===== src/hw/rtl/lirs_pkg.sv =====
package lirs_pkg;

   localparam int unsigned SAMPLE_W         = 16;
   localparam int unsigned RATE_W           = 18;
   localparam int unsigned CREDIT_W         = 24;
   localparam int unsigned MAX_RESULTS      = 33;
   localparam int unsigned CNT_W            = $clog2(MAX_RESULTS + 1);
   localparam int unsigned MAX_UP_RATIO_DEF = 16;

   localparam int unsigned PROD_W   = SAMPLE_W + RATE_W + 1;
   localparam int unsigned ACC_W    = PROD_W + 1;
   localparam int unsigned QUO_W    = SAMPLE_W;
   localparam int unsigned MAG_W    = QUO_W + RATE_W;
   localparam int unsigned DSTEP_W  = $clog2(QUO_W);

   localparam int unsigned PDATA_W  = 32;
   localparam int unsigned PADDR_W  = 3;

   localparam logic [CREDIT_W-1:0] CREDIT_MAX = {CREDIT_W{1'b1}};

   localparam logic [RATE_W-1:0] IN_RATE_RESET  = RATE_W'(44100);
   localparam logic [RATE_W-1:0] OUT_RATE_RESET = RATE_W'(16000);

   // Register select is the word address bit of paddr.
   localparam logic REG_IN_RATE  = 1'b0;
   localparam logic REG_OUT_RATE = 1'b1;

endpackage


===== src/hw/rtl/lirs_if.sv =====
interface lirs_req_if import lirs_pkg::*; ();
   logic                       valid;
   logic                       ready;
   logic signed [SAMPLE_W-1:0] sample_in;
   logic                       last_in;

   modport source (output valid, output sample_in, output last_in, input ready);
   modport sink   (input valid, input sample_in, input last_in, output ready);
endinterface

interface lirs_rsp_if import lirs_pkg::*; ();
   logic                       valid;
   logic                       ready;
   logic signed [SAMPLE_W-1:0] sample_out;
   logic                       run_last;
   logic                       stream_end;

   modport source (output valid, output sample_out, output run_last, output stream_end,
                   input ready);
   modport sink   (input valid, input sample_out, input run_last, input stream_end,
                   output ready);
endinterface


===== src/hw/rtl/linear_interp_resampler_core.sv =====
// Linear interpolation sample rate converter for Q1.15 audio.
// The req channel takes one input sample per beat, with last_in marking the end of
// a stream. Each input beat gives zero or more rsp beats; run_last marks the final
// beat caused by an input, and stream_end the final beat of the whole stream.
// in_rate and out_rate are written over the APB port at byte addresses 0 and 4;
// out_rate is clamped to MAX_UP_RATIO times in_rate, and a zero rate acts as one.
// One item is worked on at a time and req_ready is high only while the block is
// idle. Each interpolated output is computed through a single shared multiplier
// and a 16-step restoring divider. After an accepted beat req_ready stays low
// while the beat computes its k (at most MAX_UP_RATIO) interpolated outputs,
// none for the first beat of a stream; a final input also emits repeated outputs
// of its sample. Results pass through a one-deep pending stage into the output
// register; when the receiver stalls, the sequencer waits at the next result and
// no beat is lost. Synchronous reset loads the rate defaults (44100 and 16000),
// clears all stream state and empties the output register.
module linear_interp_resampler_core import lirs_pkg::*; #(
   parameter int unsigned MAX_UP_RATIO = MAX_UP_RATIO_DEF
) (
   input  logic               clock,
   input  logic               reset,
   lirs_req_if.sink           req_chan,
   lirs_rsp_if.source         rsp_chan,
   input  logic               csr_psel,
   input  logic               csr_penable,
   input  logic               csr_pwrite,
   input  logic [PADDR_W-1:0] csr_paddr,
   input  logic [PDATA_W-1:0] csr_pwdata,
   output logic [PDATA_W-1:0] csr_prdata,
   output logic               csr_pready
);

   localparam int unsigned CAP_W = RATE_W + $clog2(MAX_UP_RATIO + 1);

   localparam logic [3:0] S_IDLE  = 4'd0;
   localparam logic [3:0] S_HELD  = 4'd1;
   localparam logic [3:0] S_LOOP  = 4'd2;
   localparam logic [3:0] S_MUL1  = 4'd3;
   localparam logic [3:0] S_MUL2  = 4'd4;
   localparam logic [3:0] S_SUM   = 4'd5;
   localparam logic [3:0] S_PREP  = 4'd6;
   localparam logic [3:0] S_DIV   = 4'd7;
   localparam logic [3:0] S_PUT   = 4'd8;
   localparam logic [3:0] S_TAIL  = 4'd9;
   localparam logic [3:0] S_LHELD = 4'd10;
   localparam logic [3:0] S_LREP  = 4'd11;
   localparam logic [3:0] S_FIN   = 4'd12;

   logic [RATE_W-1:0] in_rate_ff, in_rate_in;
   logic [RATE_W-1:0] out_rate_ff, out_rate_in;

   logic [3:0] state_ff, state_in;

   logic signed [SAMPLE_W-1:0] x_ff, x_in;
   logic                       last_ff, last_in;
   logic signed [SAMPLE_W-1:0] prev_ff, prev_in;
   logic                       have_prev_ff, have_prev_in;
   logic [RATE_W:0]            phase_ff, phase_in;
   logic [CREDIT_W-1:0]        credit_ff, credit_in;
   logic signed [SAMPLE_W-1:0] held_ff, held_in;
   logic                       held_valid_ff, held_valid_in;
   logic [CNT_W-1:0]           cnt_ff, cnt_in;

   logic signed [SAMPLE_W-1:0] pend_ff, pend_in;
   logic                       pend_valid_ff, pend_valid_in;

   logic                       rsp_valid_ff, rsp_valid_in;
   logic signed [SAMPLE_W-1:0] rsp_sample_ff, rsp_sample_in;
   logic                       rsp_run_last_ff, rsp_run_last_in;
   logic                       rsp_stream_end_ff, rsp_stream_end_in;

   logic signed [PROD_W-1:0] prod_ff, prod_in;
   logic signed [ACC_W-1:0]  acc_ff, acc_in;
   logic                     neg_ff, neg_in;
   logic [RATE_W-1:0]        rem_ff, rem_in;
   logic [QUO_W-1:0]         quo_ff, quo_in;
   logic [DSTEP_W-1:0]       dstep_ff, dstep_in;

   logic [RATE_W-1:0]        ir;
   logic [RATE_W-1:0]        o_nz;
   logic [CAP_W-1:0]         cap;
   logic [RATE_W-1:0]        orr;
   logic                     credit_ge;
   logic                     out_free;
   logic                     can_emit;
   logic                     emit_go;
   logic signed [SAMPLE_W-1:0] emit_val;
   logic                     take_go;
   logic signed [SAMPLE_W-1:0] mul_a;
   logic [RATE_W-1:0]        mul_b;
   logic signed [PROD_W-1:0] mult;
   logic [CREDIT_W:0]        credit_sum;
   logic [ACC_W-1:0]         acc_abs;
   logic [MAG_W-1:0]         mag;
   logic [RATE_W:0]          trial;
   logic [SAMPLE_W-1:0]      interp_val;
   logic                     req_fire;
   logic                     csr_write;

   assign ir   = (in_rate_ff == '0) ? RATE_W'(1) : in_rate_ff;
   assign o_nz = (out_rate_ff == '0) ? RATE_W'(1) : out_rate_ff;
   assign cap  = CAP_W'(ir) * CAP_W'(MAX_UP_RATIO);
   assign orr  = (CAP_W'(o_nz) > cap) ? cap[RATE_W-1:0] : o_nz;

   assign credit_ge = credit_ff >= CREDIT_W'(ir);
   assign out_free  = !rsp_valid_ff || rsp_chan.ready;
   assign can_emit  = (cnt_ff >= CNT_W'(MAX_RESULTS)) || !pend_valid_ff || out_free;

   assign mult = mul_a * $signed({1'b0, mul_b});

   assign req_chan.ready = (state_ff == S_IDLE);
   assign req_fire       = req_chan.valid && (state_ff == S_IDLE);

   assign rsp_chan.valid      = rsp_valid_ff;
   assign rsp_chan.sample_out = rsp_sample_ff;
   assign rsp_chan.run_last   = rsp_run_last_ff;
   assign rsp_chan.stream_end = rsp_stream_end_ff;

   assign csr_pready = 1'b1;
   assign csr_write  = csr_psel && csr_penable && csr_pwrite;

   always_comb begin
      case (csr_paddr[2])
         REG_IN_RATE:  csr_prdata = PDATA_W'(in_rate_ff);
         REG_OUT_RATE: csr_prdata = PDATA_W'(out_rate_ff);
         default:      csr_prdata = '0;
      endcase
   end

   always_comb begin
      in_rate_in  = in_rate_ff;
      out_rate_in = out_rate_ff;
      if (csr_write) begin
         case (csr_paddr[2])
            REG_IN_RATE:  in_rate_in  = csr_pwdata[RATE_W-1:0];
            REG_OUT_RATE: out_rate_in = csr_pwdata[RATE_W-1:0];
            default:      in_rate_in  = in_rate_ff;
         endcase
      end
   end

   always_comb begin
      state_in          = state_ff;
      x_in              = x_ff;
      last_in           = last_ff;
      prev_in           = prev_ff;
      have_prev_in      = have_prev_ff;
      phase_in          = phase_ff;
      credit_in         = credit_ff;
      held_in           = held_ff;
      held_valid_in     = held_valid_ff;
      cnt_in            = cnt_ff;
      pend_in           = pend_ff;
      pend_valid_in     = pend_valid_ff;
      rsp_valid_in      = rsp_valid_ff && !rsp_chan.ready;
      rsp_sample_in     = rsp_sample_ff;
      rsp_run_last_in   = rsp_run_last_ff;
      rsp_stream_end_in = rsp_stream_end_ff;
      prod_in           = prod_ff;
      acc_in            = acc_ff;
      neg_in            = neg_ff;
      rem_in            = rem_ff;
      quo_in            = quo_ff;
      dstep_in          = dstep_ff;
      emit_go           = 1'b0;
      emit_val          = x_ff;
      take_go           = 1'b0;
      mul_a             = prev_ff;
      mul_b             = orr - phase_ff[RATE_W-1:0];
      credit_sum        = {1'b0, credit_ff} + (CREDIT_W + 1)'(orr);
      acc_abs           = acc_ff[ACC_W-1] ? ACC_W'(-acc_ff) : ACC_W'(acc_ff);
      mag               = acc_abs[MAG_W-1:0] + MAG_W'(orr >> 1);
      trial             = {rem_ff, quo_ff[QUO_W-1]};
      interp_val        = neg_ff ? SAMPLE_W'(-quo_ff) : SAMPLE_W'(quo_ff);

      case (state_ff)
         S_IDLE: begin
            if (req_fire) begin
               x_in      = req_chan.sample_in;
               last_in   = req_chan.last_in;
               cnt_in    = '0;
               credit_in = credit_sum[CREDIT_W] ? CREDIT_MAX : credit_sum[CREDIT_W-1:0];
               state_in  = S_HELD;
            end
         end
         S_HELD: begin
            if (held_valid_ff && credit_ge) begin
               if (can_emit) begin
                  take_go       = 1'b1;
                  emit_go       = 1'b1;
                  emit_val      = held_ff;
                  held_valid_in = 1'b0;
                  state_in      = have_prev_ff ? S_LOOP : S_TAIL;
               end
            end else begin
               state_in = have_prev_ff ? S_LOOP : S_TAIL;
            end
         end
         S_LOOP: begin
            if (phase_ff < {1'b0, orr}) begin
               state_in = S_MUL1;
            end else begin
               phase_in = {1'b0, RATE_W'(phase_ff - {1'b0, orr})};
               state_in = S_TAIL;
            end
         end
         S_MUL1: begin
            prod_in  = mult;
            state_in = S_MUL2;
         end
         S_MUL2: begin
            mul_a    = x_ff;
            mul_b    = phase_ff[RATE_W-1:0];
            prod_in  = mult;
            acc_in   = ACC_W'(prod_ff);
            state_in = S_SUM;
         end
         S_SUM: begin
            acc_in   = acc_ff + ACC_W'(prod_ff);
            state_in = S_PREP;
         end
         S_PREP: begin
            neg_in   = acc_ff[ACC_W-1];
            rem_in   = mag[MAG_W-1:QUO_W];
            quo_in   = mag[QUO_W-1:0];
            dstep_in = '0;
            state_in = S_DIV;
         end
         S_DIV: begin
            if (trial >= {1'b0, orr}) begin
               rem_in = RATE_W'(trial - {1'b0, orr});
               quo_in = {quo_ff[QUO_W-2:0], 1'b1};
            end else begin
               rem_in = trial[RATE_W-1:0];
               quo_in = {quo_ff[QUO_W-2:0], 1'b0};
            end
            dstep_in = dstep_ff + DSTEP_W'(1);
            if (dstep_ff == DSTEP_W'(QUO_W - 1)) begin
               state_in = S_PUT;
            end
         end
         S_PUT: begin
            if (!held_valid_ff && credit_ge) begin
               if (can_emit) begin
                  take_go  = 1'b1;
                  emit_go  = 1'b1;
                  emit_val = interp_val;
                  phase_in = phase_ff + (RATE_W + 1)'(ir);
                  state_in = S_LOOP;
               end
            end else begin
               held_in       = interp_val;
               held_valid_in = 1'b1;
               phase_in      = phase_ff + (RATE_W + 1)'(ir);
               state_in      = S_LOOP;
            end
         end
         S_TAIL: begin
            prev_in      = x_ff;
            have_prev_in = 1'b1;
            state_in     = last_ff ? S_LHELD : S_FIN;
         end
         S_LHELD: begin
            if (held_valid_ff && credit_ge) begin
               if (can_emit) begin
                  take_go  = 1'b1;
                  emit_go  = 1'b1;
                  emit_val = held_ff;
                  state_in = S_LREP;
               end
            end else begin
               state_in = S_LREP;
            end
         end
         S_LREP: begin
            if (cnt_ff < CNT_W'(MAX_RESULTS) && credit_ge) begin
               if (can_emit) begin
                  take_go  = 1'b1;
                  emit_go  = 1'b1;
                  emit_val = x_ff;
               end
            end else begin
               prev_in       = '0;
               have_prev_in  = 1'b0;
               phase_in      = '0;
               held_in       = '0;
               held_valid_in = 1'b0;
               state_in      = S_FIN;
            end
         end
         S_FIN: begin
            if (pend_valid_ff) begin
               if (out_free) begin
                  rsp_valid_in      = 1'b1;
                  rsp_sample_in     = pend_ff;
                  rsp_run_last_in   = 1'b1;
                  rsp_stream_end_in = last_ff;
                  pend_valid_in     = 1'b0;
                  state_in          = S_IDLE;
               end
            end else begin
               state_in = S_IDLE;
            end
         end
         default: begin
            state_in = S_IDLE;
         end
      endcase

      if (take_go) begin
         credit_in = credit_ff - CREDIT_W'(ir);
      end
      if (state_ff == S_LREP && !(cnt_ff < CNT_W'(MAX_RESULTS) && credit_ge)) begin
         credit_in = '0;
      end

      // The newest result waits in the pending stage until it is known
      // whether another one follows it from the same input beat.
      if (emit_go && cnt_ff < CNT_W'(MAX_RESULTS)) begin
         if (pend_valid_ff) begin
            rsp_valid_in      = 1'b1;
            rsp_sample_in     = pend_ff;
            rsp_run_last_in   = 1'b0;
            rsp_stream_end_in = 1'b0;
         end
         pend_in       = emit_val;
         pend_valid_in = 1'b1;
         cnt_in        = cnt_ff + CNT_W'(1);
      end
   end

   always_ff @(posedge clock) begin
      if (reset) begin
         in_rate_ff    <= IN_RATE_RESET;
         out_rate_ff   <= OUT_RATE_RESET;
         state_ff      <= S_IDLE;
         have_prev_ff  <= 1'b0;
         phase_ff      <= '0;
         credit_ff     <= '0;
         held_valid_ff <= 1'b0;
         pend_valid_ff <= 1'b0;
         rsp_valid_ff  <= 1'b0;
         cnt_ff        <= '0;
         prev_ff       <= '0;
         held_ff       <= '0;
      end else begin
         in_rate_ff    <= in_rate_in;
         out_rate_ff   <= out_rate_in;
         state_ff      <= state_in;
         have_prev_ff  <= have_prev_in;
         phase_ff      <= phase_in;
         credit_ff     <= credit_in;
         held_valid_ff <= held_valid_in;
         pend_valid_ff <= pend_valid_in;
         rsp_valid_ff  <= rsp_valid_in;
         cnt_ff        <= cnt_in;
         prev_ff       <= prev_in;
         held_ff       <= held_in;
      end
   end

   always_ff @(posedge clock) begin
      x_ff              <= x_in;
      last_ff           <= last_in;
      pend_ff           <= pend_in;
      rsp_sample_ff     <= rsp_sample_in;
      rsp_run_last_ff   <= rsp_run_last_in;
      rsp_stream_end_ff <= rsp_stream_end_in;
      prod_ff           <= prod_in;
      acc_ff            <= acc_in;
      neg_ff            <= neg_in;
      rem_ff            <= rem_in;
      quo_ff            <= quo_in;
      dstep_ff          <= dstep_in;
   end

endmodule


===== src/flat_wrapper.sv =====
// flat-port wrapper written by rule: the top's interface ports become plain ports
module linear_interp_resampler_core_flat import lirs_pkg::*;
#(
   parameter int unsigned MAX_UP_RATIO = MAX_UP_RATIO_DEF
)
  (clock, reset, csr_psel, csr_penable, csr_pwrite, csr_paddr, csr_pwdata, csr_prdata, csr_pready, req_chan_valid, req_chan_sample_in, req_chan_last_in, req_chan_ready, rsp_chan_valid, rsp_chan_sample_out, rsp_chan_run_last, rsp_chan_stream_end, rsp_chan_ready);
  lirs_req_if req_chan_i ();
  lirs_rsp_if rsp_chan_i ();
  input  logic clock;
  input  logic reset;
  input  logic csr_psel;
  input  logic csr_penable;
  input  logic csr_pwrite;
  input  logic [PADDR_W-1:0] csr_paddr;
  input  logic [PDATA_W-1:0] csr_pwdata;
  output logic [PDATA_W-1:0] csr_prdata;
  output logic csr_pready;
  input wire logic [$bits(req_chan_i.valid)-1:0] req_chan_valid;
  input wire logic [$bits(req_chan_i.sample_in)-1:0] req_chan_sample_in;
  input wire logic [$bits(req_chan_i.last_in)-1:0] req_chan_last_in;
  output wire logic [$bits(req_chan_i.ready)-1:0] req_chan_ready;
  output wire logic [$bits(rsp_chan_i.valid)-1:0] rsp_chan_valid;
  output wire logic [$bits(rsp_chan_i.sample_out)-1:0] rsp_chan_sample_out;
  output wire logic [$bits(rsp_chan_i.run_last)-1:0] rsp_chan_run_last;
  output wire logic [$bits(rsp_chan_i.stream_end)-1:0] rsp_chan_stream_end;
  input wire logic [$bits(rsp_chan_i.ready)-1:0] rsp_chan_ready;
  assign req_chan_i.valid = req_chan_valid;
  assign req_chan_i.sample_in = req_chan_sample_in;
  assign req_chan_i.last_in = req_chan_last_in;
  assign req_chan_ready = req_chan_i.ready;
  assign rsp_chan_valid = rsp_chan_i.valid;
  assign rsp_chan_sample_out = rsp_chan_i.sample_out;
  assign rsp_chan_run_last = rsp_chan_i.run_last;
  assign rsp_chan_stream_end = rsp_chan_i.stream_end;
  assign rsp_chan_i.ready = rsp_chan_ready;
  linear_interp_resampler_core #(.MAX_UP_RATIO(MAX_UP_RATIO)) u_core (.clock(clock), .reset(reset), .req_chan(req_chan_i), .rsp_chan(rsp_chan_i), .csr_psel(csr_psel), .csr_penable(csr_penable), .csr_pwrite(csr_pwrite), .csr_paddr(csr_paddr), .csr_pwdata(csr_pwdata), .csr_prdata(csr_prdata), .csr_pready(csr_pready));
endmodule

===== config.mk =====
export PLATFORM = sky130hd
export DESIGN_NAME = linear_interp_resampler_core_flat
export DESIGN_NICKNAME = d
export VERILOG_FILES = /design/src/hw/rtl/lirs_pkg.sv /design/src/hw/rtl/lirs_if.sv /design/src/hw/rtl/linear_interp_resampler_core.sv /design/src/flat_wrapper.sv
export SDC_FILE = /design/constraint.sdc
export NUM_CORES = 2
export LEC_CHECK = 0
export ABC_AREA = 0
export BUFFER_PORTS_ARGS = -buffer_cell sky130_fd_sc_hd__buf_2
export CAP_MARGIN = 20
export CORE_MARGIN = 2
export CORE_UTILIZATION = 55
export CTS_CLUSTER_SIZE = 16
export DETAILED_ROUTE_END_ITERATION = 12
export GPL_TIMING_DRIVEN = 0
export PLACE_DENSITY_LB_ADDON = 0.1
export SYNTH_ARGS = -nofsm -noshare
export SYNTH_HDL_FRONTEND = slang
export SYNTH_SLANG_ARGS = --single-unit

===== constraint.sdc =====
create_clock -name clock -period 13.6 [get_ports clock]
set_clock_uncertainty 0.2 [all_clocks]
set_input_delay 1.36 -clock clock [delete_from_list [all_inputs] [get_ports clock]]
set_output_delay 1.36 -clock clock [all_outputs]
set_load 0.01 [all_outputs]

# [After elaboration in Yosys (flattened, before gate mapping)]
# Index checks and enable logic that the tools add are counted.
[word_totals] register_bits=286 latch_bits=0 ram_bits=0 rom_bits=0 in_bits=59 out_inout_bits=53 elab_cells=197 memories=0
[classes] addsub=12 multipliers=1 n_div=0 magnitude_cmp=6 n_eq_ne=24 n_shift=0 n_mux=85 n_bitwise=1 reduce_logical=44
[op_table] op="$mux 16" count=13
[op_table] op="$pmux 16 s2" count=4
[op_table] op="$mux 24" count=4
[op_table] op="$mux 18" count=5
[op_table] op="$mux 19" count=4
[op_table] op="$pmux 36 s2" count=1
[op_table] op="$pmux 32 s2" count=1
[op_table] op="$pmux 19 s3" count=1
[op_table] op="$sub 18x18->18" count=3
[op_table] op="$mux 4" count=13
[op_table] op="$pmux 4 s13" count=1
[op_table] op="$add 36x35->36" count=1
[op_table] op="$logic_not 18->1" count=2
[op_table] op="$pmux 18 s2" count=1
[op_table] op="$mul 16x19->35" count=1
[op_table] op="$add 34x17->34" count=1
[op_table] op="$mux 34" count=1
[op_table] op="$neg 34->34" count=1
[op_table] op="$mux 1" count=28
[op_table] op="$add 24x18->25" count=1
[op_table] op="$eq 4x4->1 const B" count=6
[op_table] op="$ge 24x18->1" count=1
[op_table] op="$sub 24x18->24" count=1
[op_table] op="$gt 18x22->1" count=1
[op_table] op="other kinds (33)" count=77

# [Longest topological paths before layout]
[depth] ltp_word=9 depth_mapped=49 depth_no_buf=47

# [Least setup slack after synthesis]
# No wires, ideal clock.
[synth_timing] path_kind="reg-to-reg" start="reg u_core.in_rate_ff[1]" end="reg u_core.prod_ff[32], data pin" setup_time_ps=259 arrival_time_ps=10056 t_required_ps=13141 setup_slack_ps=3086 stages_incl_launch_ff=47 path_buffers=2 period_less_slack_ps=10514 cell_sequence="dfxtp_1 nor4_1 nand4_1 nor2_1 a41o_1 ha_1 inv_1 a21o_1 a21oi_1 o211ai_1 a221oi_1 nor3_2 clkbuf_1 or2_2 ha_1 fa_1 nor2b_1 o21ai_1 [11 not listed] fa_1 inv_1 fa_1 fa_1 inv_1 fa_1 inv_1 ha_1 a21o_1 a21o_1 a21o_1 a41o_1 a211o_1 a21oi_1 nor2b_1 o21ai_0 nand2b_1 xor2_1"
[synth_via] elab_chain_len=7
[synth_rtl] item="from (decl)" line="linear_interp_resampler_core.sv:48" rtl="logic [RATE_W-1:0] in_rate_ff, in_rate_in;"
[synth_rtl] item="from (signal assigned)" line="linear_interp_resampler_core.sv:346" rtl="in_rate_ff <= in_rate_in;"
[synth_rtl] item="$logic_not 18->1" line="linear_interp_resampler_core.sv:99" rtl="assign ir = (in_rate_ff == '0) ? RATE_W'(1) : in_rate_ff;"
[synth_rtl] item="$mux 18 (*)" line="linear_interp_resampler_core.sv:99"
[synth_rtl] item="$gt 18x22->1" line="linear_interp_resampler_core.sv:102" rtl="assign orr = (CAP_W'(o_nz) > cap) ? cap[RATE_W-1:0] : o_nz;"
[synth_rtl] item="$mux 18 (*)" line="linear_interp_resampler_core.sv:102"
[synth_rtl] item="$sub 18x18->18 (*)" line="linear_interp_resampler_core.sv:168" rtl="mul_b = orr - phase_ff[RATE_W-1:0];"
[synth_rtl] item="$mux 18 (*)" line="linear_interp_resampler_core.sv:175" rtl="case (state_ff)"
[synth_rtl] item="$mul 16x19->35 (*)" line="linear_interp_resampler_core.sv:108" rtl="assign mult = mul_a * $signed({1'b0, mul_b});"
[synth_rtl] item="via u_core.mult[32]" line="linear_interp_resampler_core.sv:90" rtl="logic signed [PROD_W-1:0] mult;"
[synth_rtl] item="to (signal assigned)" line="linear_interp_resampler_core.sv:368" rtl="prod_ff <= prod_in;"
[synth_rtl] item="to (decl)" line="linear_interp_resampler_core.sv:71" rtl="logic signed [PROD_W-1:0] prod_ff, prod_in;"
# Mark *: on every way through the listed nets, which the timed path passes. The rest lies on a longest branch.
# A chain may end at the register's enable or synchronous reset.

# [Worst setup path in the final report]
[layout_timing] start="reg u_core.in_rate_ff[16]" end="reg u_core.prod_ff[27], data pin"
# Same word-level chain as after synthesis.

==> results.cfg <==
[worst_setup_path]
worst_path_most_repeated_cell = fa_1
crit_path_end_kind = register
cp_slowest_stage_delay_ns = 0.65
start_kind = register
worstPathArrival_ns = 13.07
worstRegToRegCells = 43
cp_slowest_cell = o21ai_1
path_max_fanout = 10
crit_required_ns = 13.67
worst-setup-path-type = reg -> reg

[final_layout]
final_net_count = 4454
postLayoutCellArea_sq_mm = 0.0343
layout_common_cells = nand2_1, inv_1, nor2_1
syn2layout_area_growth_pct = 8.55
antennaDiodeCount = 0
drive_gt1_share_pct = 6.59
final_common_cell = nand2_1

[timing]
max_freq_mhz = 76.9
rsz0062_at_grt = false
tns_ns = 0
finalSetupViolations = 0
min_period_ns = 13.00
maxSlewViolCount = 0
slew_headroom_pct = 22.2
worst_pin_slew_ns = 1.13
fin_crit_sh_pct = 95.6
setup_ws_ns = 0.597
hold_viol = 0

[placement]
dpl_worst_slack_ns = 0.0334
numPortBuffers = 79
gp_congestion = 0.962
detailed_place.area_sq_mm = 0.0331
dp_hpwl_mm = 78.9

[synth]
synth_area_sq_mm = 0.0316
synth_enable_flop_cells = 160
avgSynthCellArea_sq_um = 8.49
async_flop_share_pct = 0
yosys.area.top_type = edfxtp_1
yosysTopAreaCellShare_pct = 15.2
ys_ff_latch = 286
ys_types = 95
synthCells = 3721
ys_seq_area_share_pct = 23.2
yosys_warnings = 0
yosys-top-cells-area = edfxtp_1, fa_1, ha_1
ys.flop_type = edfxtp_1

[power_and_ir_drop]
p_per_area_mw_per_mm2 = 196
vdd_drop_max_uv = 220
leakage_nw = 15.2
totalPowerFinal_mw = 6.72

[clock_network]
cts-root-buf = clkbuf_16
clkLatencyLatePin_ns = 0.55
h-tree-depth = 2
cts_tree = done
cts_buffers = 37
clockBufferDepth = 3
cts.sinks = 286
clkTransAtPathRegs_ns = 0.06
cts_hold_buf = 0

[floorplan]
io_pins = 112
die-width_microns = 244
rows = 87
core_area_sq_mm = 0.0566
die_area_sq_mm = 0.0594
die_h_microns = 244
initial_utilization_pct = 55.8

[grt]
antenna_found_initial = 0
grt_pass1_vias = 26500
grt_pass1_wl_mm = 153
grt.overflow.total = 0
grt_max_degree = 36
gr-usage-all-layers_pct = 33.1

[routing]
dr.pass1.iters = 7
wl_per_cell_microns = 21.0
via_per_inst = 5.94
drt_iter0_drc = 2339
drtAntennaViolNets = 0
drt_wl_total_mm = 97.5
drc = 0
vias = 27600

[min_path]
worstHoldPathCells = 2
hp-class = reg -> reg

[flow_run]
maxCapViolations = 0

[status]
status = finished, final reports clean
[worst max-delay path, delay by kind of cell (launching register included)]
family	cells	cell delay (ns)
buffers and inverters	7	1.12
AND/OR/NAND/NOR	6	1.06
XOR/XNOR	1	0.41
flip-flops	1	0.40
AO/OA/AOI/OAI	20	5.42
adder cells (fa/ha/maj)	9	4.11
[through the flow]
step / hold WS [ns] / instances / utilization, %
finish: 0.273 / 4642 / 60.6
global route: 0.292 / 4642 / 60.6
CTS: 0.271 / 4639 / 60.5
detailed placement: 0.260 / 4574 / 58.5
global placement: 0.255 / 4569 / 58.3
floorplan: 0.224 / 3734 / -
[path summary, 6_finish.rpt]
check                                                       end                               start  slack [ns]
worst max-delay path               u_core.prod_ff[27]$_DFFE_PP_  u_core.in_rate_ff[16]$_SDFFE_PP0P_        0.60
worst min-delay path            u_core.held_ff[10]$_SDFFE_PP0P_     u_core.held_ff[10]$_SDFFE_PP0P_        0.27
worst max register to register     u_core.prod_ff[27]$_DFFE_PP_  u_core.in_rate_ff[16]$_SDFFE_PP0P_        0.60
worst min register to register  u_core.held_ff[10]$_SDFFE_PP0P_     u_core.held_ff[10]$_SDFFE_PP0P_        0.27
[metal layers]
| metal | wire length, microns | track usage (%) | part of all wire (%) | vias to the layer above |
|---|---|---|---|---|
| li1 | - | - | - | 13100 |
| met1 | 39800 | 42.8 | 41 | 13200 |
| met2 | 45700 | 54.7 | 47 | 1084 |
| met3 | 6880 | 4.69 | 7.1 | 244 |
| met4 | 5100 | 15.4 | 5.2 | 0 |
| met5 | 0 | 0 | 0 | - |
[logic make-up (layout without fill, tap and decap cells)]
logic type / Yosys count / in the layout / share of synthesized area [%]
and+or+nand+nor: 1178 / 1178 / 17.3
AOI/OAI and AO/OA: 861 / 861 / 17.8
buffers and inverters: 585 / 737 / 7.16
adders and majority gates: 535 / 535 / 26.7
DFF: 286 / 286 / 23.2
xor gates and xnor gates: 219 / 219 / 6.07
muxes: 55 / 55 / 1.80
other: 2 / 15 / 0.0238
[cell usage after synthesis (20+ instances only)]
cell,number
a21oi_1,231
fa_1,230
or3_1,24
nand2b_1,49
o31ai_1,20
dfxtp_1,126
o211ai_1,25
edfxtp_1,160
nor2_1,338
nor3_1,64
inv_1,396
nand2_1,430
a211oi_1,42
o21ai_0,186
nor2b_1,36
nand4_1,25
nand3_1,48
and3_1,36
a21o_1,71
o21a_1,26
xor2_1,90
and2_1,30
a31oi_1,36
xnor2_1,129
ha_1,305
clkbuf_1,160
mux2i_1,40
[where the power goes]
part,switching (mW),internal [mW],total [mW]
logic,2.85,1.54,4.39
registers,0.196,1.15,1.35
clock network,0.393,0.579,0.972
[repair_timing]
item | in CTS | in global routing
buffers inserted | 0 | 0
setup endpoints to repair | 1 | 1
gates resized for setup | 1 | 2
pin swaps | 0 | 0
[flip-flops by register name (all words and copies together), names as in the netlist, 16 cells and up, named ones only]
signal              count
u_core.prev_ff         16
u_core.quo_ff          16
u_core.x_ff            16
u_core.rem_ff          18
u_core.credit_ff       24
u_core.pend_ff         16
u_core.phase_ff        19
u_core.in_rate_ff      18
u_core.prod_ff         35
u_core.acc_ff          36
u_core.out_rate_ff     18
u_core.held_ff         16
[cell type report]
class                   count  area, sq um
fillers                  5178        22300
multi-input cells        2863        22100
flip-flops and latches    286         7330
inverters                 397         1490
clock buffers              47          963
well taps                 756          946
plain buffers             188          774
repair buffers             87          500
clock inverters            18          204
Power figures use the tool's default switching activity.
